### src/design/salc_pkg.sv
// ----------------------------------------------------------------------------
// salc_pkg: shared types and constants for the set-associative cache model
// Field widths, register indexes, the line record and the control/status
// bundles between controller and datapath.
// ----------------------------------------------------------------------------
`default_nettype none

package salc_pkg;

  // default geometry
  localparam int unsigned SALC_MAX_SET_BITS = 6;
  localparam int unsigned SALC_MAX_WAYS     = 8;

  // field widths
  localparam int unsigned CMD_W      = 2;
  localparam int unsigned ADDR_W     = 64;
  localparam int unsigned TAG_W      = 32;
  localparam int unsigned AGE_W      = 32;
  localparam int unsigned CNT_W      = 32;
  localparam int unsigned CFG_IDX_W  = 2;
  localparam int unsigned CFG_DATA_W = 6;

  // configuration register widths and reset values
  localparam int unsigned SET_BITS_W    = 3;
  localparam int unsigned OFFSET_BITS_W = 6;
  localparam int unsigned WAYS_W        = 4;
  localparam logic [SET_BITS_W-1:0]    SET_BITS_RST    = 3'd4;
  localparam logic [OFFSET_BITS_W-1:0] OFFSET_BITS_RST = 6'd4;
  localparam logic [WAYS_W-1:0]        WAYS_RST        = 4'd1;

  // request commands
  typedef enum logic [CMD_W-1:0] {
    CMD_LOAD   = 2'd0,
    CMD_STORE  = 2'd1,
    CMD_MODIFY = 2'd2
  } cmd_e;

  // configuration register indexes
  typedef enum logic [CFG_IDX_W-1:0] {
    CFG_SET_BITS    = 2'd0,
    CFG_OFFSET_BITS = 2'd1,
    CFG_WAYS_IN_USE = 2'd2
  } cfg_idx_e;

  // one cache line record
  typedef struct packed {
    logic             valid;
    logic [TAG_W-1:0] tag;
    logic [AGE_W-1:0] age;
  } line_t;

  // controller states
  typedef enum logic [2:0] {
    S_CLEAR,
    S_IDLE,
    S_READ,
    S_CMP,
    S_SCAN,
    S_COMMIT
  } state_e;

  // controller -> datapath
  typedef struct packed {
    logic clear;
    logic load_item;
    logic read;
    logic cmp;
    logic scan_step;
    logic commit;
    logic last;
  } dp_cmd_t;

  // datapath -> controller
  typedef struct packed {
    logic clear_done;
    logic need_scan;
    logic scan_done;
    logic out_free;
  } dp_sts_t;

endpackage

`default_nettype wire

### src/design/salc_ctrl.sv
// ----------------------------------------------------------------------------
// salc_ctrl: sequencing state machine
// Runs the clearing pass, takes requests and steps each lookup through
// read, compare, victim scan and commit; modify runs two lookups.
// ----------------------------------------------------------------------------
`default_nettype none

module salc_ctrl (
  input  wire logic              clk_i,
  input  wire logic              rst_ni,
  input  wire logic              in_valid_i,
  input  wire salc_pkg::cmd_e    in_cmd_i,
  output logic                   in_ready_o,
  output salc_pkg::dp_cmd_t      dp_cmd_o,
  input  wire salc_pkg::dp_sts_t dp_sts_i
);
  import salc_pkg::*;

  state_e state_q, state_d;
  logic   two_q, two_d;     // request needs two lookups
  logic   pass2_q, pass2_d; // second lookup in progress

  // state register
  always_ff @(posedge clk_i or negedge rst_ni) begin
    if (!rst_ni) begin
      state_q <= S_CLEAR;
      two_q   <= 1'b0;
      pass2_q <= 1'b0;
    end else begin
      state_q <= state_d;
      two_q   <= two_d;
      pass2_q <= pass2_d;
    end
  end

  // next state and commands
  always_comb begin
    state_d    = state_q;
    two_d      = two_q;
    pass2_d    = pass2_q;
    in_ready_o = 1'b0;
    dp_cmd_o   = '0;
    case (state_q)
      S_CLEAR: begin
        dp_cmd_o.clear = 1'b1;
        if (dp_sts_i.clear_done) begin
          state_d = S_IDLE;
        end
      end
      S_IDLE: begin
        in_ready_o = 1'b1;
        if (in_valid_i) begin
          dp_cmd_o.load_item = 1'b1;
          pass2_d            = 1'b0;
          case (in_cmd_i)
            CMD_LOAD, CMD_STORE: begin
              two_d   = 1'b0;
              state_d = S_READ;
            end
            CMD_MODIFY: begin
              two_d   = 1'b1;
              state_d = S_READ;
            end
            default: ; // unused command: no lookup, no result
          endcase
        end
      end
      S_READ: begin
        dp_cmd_o.read = 1'b1;
        state_d       = S_CMP;
      end
      S_CMP: begin
        dp_cmd_o.cmp = 1'b1;
        state_d      = dp_sts_i.need_scan ? S_SCAN : S_COMMIT;
      end
      S_SCAN: begin
        if (dp_sts_i.scan_done) begin
          state_d = S_COMMIT;
        end else begin
          dp_cmd_o.scan_step = 1'b1;
        end
      end
      S_COMMIT: begin
        dp_cmd_o.last = !(two_q && !pass2_q);
        if (dp_sts_i.out_free) begin
          dp_cmd_o.commit = 1'b1;
          if (two_q && !pass2_q) begin
            pass2_d = 1'b1;
            state_d = S_READ;
          end else begin
            state_d = S_IDLE;
          end
        end
      end
      default: begin
        state_d = S_IDLE;
      end
    endcase
  end

endmodule

`default_nettype wire

### config.mk
export PLATFORM = sky130hd
export DESIGN_NAME = salc_ctrl
export DESIGN_NICKNAME = d
export VERILOG_FILES = /design/src/design/salc_pkg.sv /design/src/design/salc_ctrl.sv
export SDC_FILE = /design/constraint.sdc
export NUM_CORES = 1
export LEC_CHECK = 0
export BUFFER_PORTS_ARGS = -buffer_cell sky130_fd_sc_hd__buf_2
export CAP_MARGIN = 10
export CORE_AREA = 2 2 39 41
export CTS_BUF_LIST = sky130_fd_sc_hd__clkbuf_4 sky130_fd_sc_hd__clkbuf_8
export DETAILED_ROUTE_END_ITERATION = 10
export DIE_AREA = 0 0 41 43
export GPL_TIMING_DRIVEN = 0
export HOLD_SLACK_MARGIN = 0.12
export PLACE_DENSITY = 0.63
export SETUP_SLACK_MARGIN = 0.3
export SYNTH_ARGS = -nofsm -noshare
export SYNTH_HDL_FRONTEND = slang
export SYNTH_SLANG_ARGS = --single-unit
### constraint.sdc
create_clock -name clk_i -period 1.6 [get_ports clk_i]
set_clock_uncertainty 0.2 [all_clocks]
set_input_delay 0.16 -clock clk_i [delete_from_list [all_inputs] [get_ports clk_i]]
set_output_delay 0.16 -clock clk_i [all_outputs]
set_load 0.005 [all_outputs]
==> flow_metrics.tcl <==
set metrics [dict create \
    status "completed" \
    vias 455 \
    die_x_um 41 \
    crit_path_start_kind "flop" \
    clock_tree.buffer_depth 2 \
    area_growth_syn_to_layout_pct 106.8 \
    synth_enable_flop_cells 0 \
    rsz0062_at_grt "yes" \
    floorplan.core_area_sq_um 1384 \
    critPathCaptureType "output port" \
    wl_per_cell_um 14.93 \
    stdcell_area_sq_um 760.7 \
    power_switching_share 0.3749 \
    p_leak_uw 0.0003823 \
    max_stage_delay_ns 0.41 \
    seq_area_sq_um 126.4 \
    dominantRegCellSynth "sky130_fd_sc_hd__dfrtp_1" \
    area_occupied_by_multi_input_gates_sq_um 275.3 \
    synth.net_count 47 \
    rows 14 \
    critPathRequiredTime_ns 1.24 \
    detailedRoute.firstPassIterationCount 4 \
    viasPerCell 4.840 \
    design.portCount 17 \
    final_max_slew_viol_count 0 \
    comb_power_share 0.704 \
    tightestPinTransition_ns 0.4309 \
    final_layout_size_suffix_gt1_frac 0.6026 \
    placed_cell_area_sq_um 467.9 \
    maxClockFrequency_ghz 0.6331 \
    cts-htree-levels 1 \
    asyncSetResetFlopFracSynth 1.000 \
    syn_avg_cell_area_sq_um 9.680 \
    port_buffers 16 \
    drt_iter0_drc 5 \
    commonest_cells_after_routing_fill_and_taps_aside "sky130_fd_sc_hd__buf_2, sky130_fd_sc_hd__buf_6, sky130_fd_sc_hd__dlygate4sd3_1" \
    clock-sinks 5 \
    total_switching_power_uw 567.5 \
    floorplan.initialDensity 0.2658 \
    setup_violations 0 \
    netlist_instances 38 \
    nets 88 \
    filler_cell_count 127 \
    hpwlAfterDp_um 651.4 \
    ys.warnings.count 0 \
    critPathMaxFanout 3 \
    hold_vio_cnt_final 0 \
    worstHoldPathType "in2reg" \
    period_needed_ns 1.579 \
    pwr_density_cell_nw_per_um2 1990 \
    synth.ff_latch_count 5 \
    tritoncts "built" \
    crit_arrival_ns 1.22 \
    syn-cell-area_sq_um 367.9 \
    finalWirelength_mm 1.403 \
    antennaDiodeCount 0 \
    first_global_vias 468 \
    p_seq_frac 0.182 \
    overall_global_routing_usage 0.1829 \
    timing.max_cap.violations 0 \
    clockRootBuffer "sky130_fd_sc_hd__clkbuf_4" \
    power.internal_uw 946.0 \
    layout.cells.most_common "sky130_fd_sc_hd__buf_2" \
    synth_sequential_area_ratio 0.3401 \
    clock_share_of_power 0.114 \
    worstSkewPairLatency_ns 0.25 \
    fp.dieArea_sq_um 1763 \
    post-route-drc-count 0 \
    maximum_number_of_pins_on_one_net_before_global_route_repair 11 \
    worstPathCellList "buf_6 > nand4bb_1 > inv_1 > buf_2" \
    die_height_um 43 \
    synth_cell_types 27 \
    ant_nets 0 \
    clk_pin_slew_worst_paths_ns 0.05 \
    critical_path_type "reg2out" \
    tritoncts_buffer_count 3 \
    initial_antenna_violation_count 0 \
    final_wtd_congestion 0.6259 \
    critical_path.slowest_cell "sky130_fd_sc_hd__dfrtp_1" \
    worst_ir_drop_vdd_uv 690.7 \
    final.setup.tns_ns 0 \
    grt.overflow.total 0 \
    global_route_wire_length_before_repair_mm 2.042 \
    final_min_period_over_clock_period 0.9872 \
    worst_slew_margin_rel 0.7053 \
]
## area by class of cell
| cell class | count | area share |
|---|---|---|
| well taps | 16 | 0.02632 |
| inverters | 1 | 0.004934 |
| plain buffers | 3 | 0.04441 |
| multi-input cells | 29 | 0.3618 |
| repair buffers | 36 | 0.3569 |
| clock buffers | 4 | 0.03947 |
| flip-flops and latches | 5 | 0.1661 |
## flip-flops by register name (all words and copies together) (netlist names)
signal / cells
pass2_q: 1
state_q: 3
two_q: 1
## what timing repair did
item	CTS	global route
resized for setup	18	5
setup buffers	7	4
pin swaps	10	2
hold buffers	6	2
endpoints found under the hold margin	10	6
endpoints found under the setup margin	11	17
gates cloned	2	0
## layer usage
| metal | vias up | track usage | routed length (um) | part of all wire |
|---|---|---|---|---|
| li1 | 221 | - | - | - |
| met1 | 214 | 0.1968 | 593 | 0.42 |
| met2 | 16 | 0.3031 | 725 | 0.52 |
| met3 | 4 | 0.01571 | 44 | 0.031 |
| met4 | 0 | 0.1400 | 39 | 0.028 |
| met5 | - | 0 | 0 | 0 |
## logic make-up (layout without fill, tap and decap cells)
kind of cell	count (synthesis)	in the layout	share of synthesized area
XOR/XNOR	1	1	0.02381
flip-flops	5	5	0.3401
AND/OR/NAND/NOR	17	17	0.3231
buffers and inverters	4	44	0.08161
multiplexers	1	1	0.02721
AO/OA/AOI/OAI	10	10	0.2041
## critical path: cells and delay by family, from the launching register on
| family | cells | cell delay (ns) |
|---|---|---|
| flip-flops | 1 | 0.41 |
| AND/OR/NAND/NOR | 1 | 0.23 |
| buffers and inverters | 3 | 0.32 |
## cell usage after synthesis (2+ instances only)
cell type,n,area share
sky130_fd_sc_hd__nand2_1,2,0.020
sky130_fd_sc_hd__o22ai_1,2,0.034
sky130_fd_sc_hd__nand2b_1,2,0.034
sky130_fd_sc_hd__nor2_1,2,0.020
sky130_fd_sc_hd__buf_4,2,0.041
sky130_fd_sc_hd__dfrtp_1,5,0.34
sky130_fd_sc_hd__nor2b_1,2,0.034
sky130_fd_sc_hd__and3_1,2,0.034
## through the flow
stage               hold slack (ns)  instances  power (uW)    util  worst slack (ns)
CTS                         0.06349         89        1329  0.5045           0.04501
detailed placement          -0.2156         70       816.5  0.3382            0.1875
global route                 0.1373         94        1599  0.5497          -0.05795
finish                       0.1249         94        1513  0.5497           0.02050
global placement            -0.2189         70       805.1  0.3382            0.1974
floorplan                   -0.3356         38       666.6       -            0.3045
## power groups by stage
stage	Combinational, uW	Clock [uW]	Sequential, uW
after floorplan	418	0	248
after global placement	544	0	261
after detailed placement	554	0	263
after CTS	891	175	263
after global routing	1130	184	280
final	1070	173	275
## worst paths after layout
check | start | end | slack [ns] | cells after the start
max reg2reg | state_q[1]$_DFFE_PN0P_ | state_q[1]$_DFFE_PN0P_ | 0.08 | 6
max in group asynchronous | rst_ni | state_q[2]$_DFFE_PN0P_ | 0.39 | 3
min | dp_sts_i[1] | state_q[0]$_DFFE_PN0P_ | 0.12 | 3
max | state_q[1]$_DFFE_PN0P_ | dp_cmd_o[5] | 0.02 | 4
min reg2reg | pass2_q$_DFFE_PN0P_ | pass2_q$_DFFE_PN0P_ | 0.36 | 1
min in group asynchronous | rst_ni | two_q$_DFFE_PN0P_ | 0.64 | 3
Power figures use the tool's default switching activity.
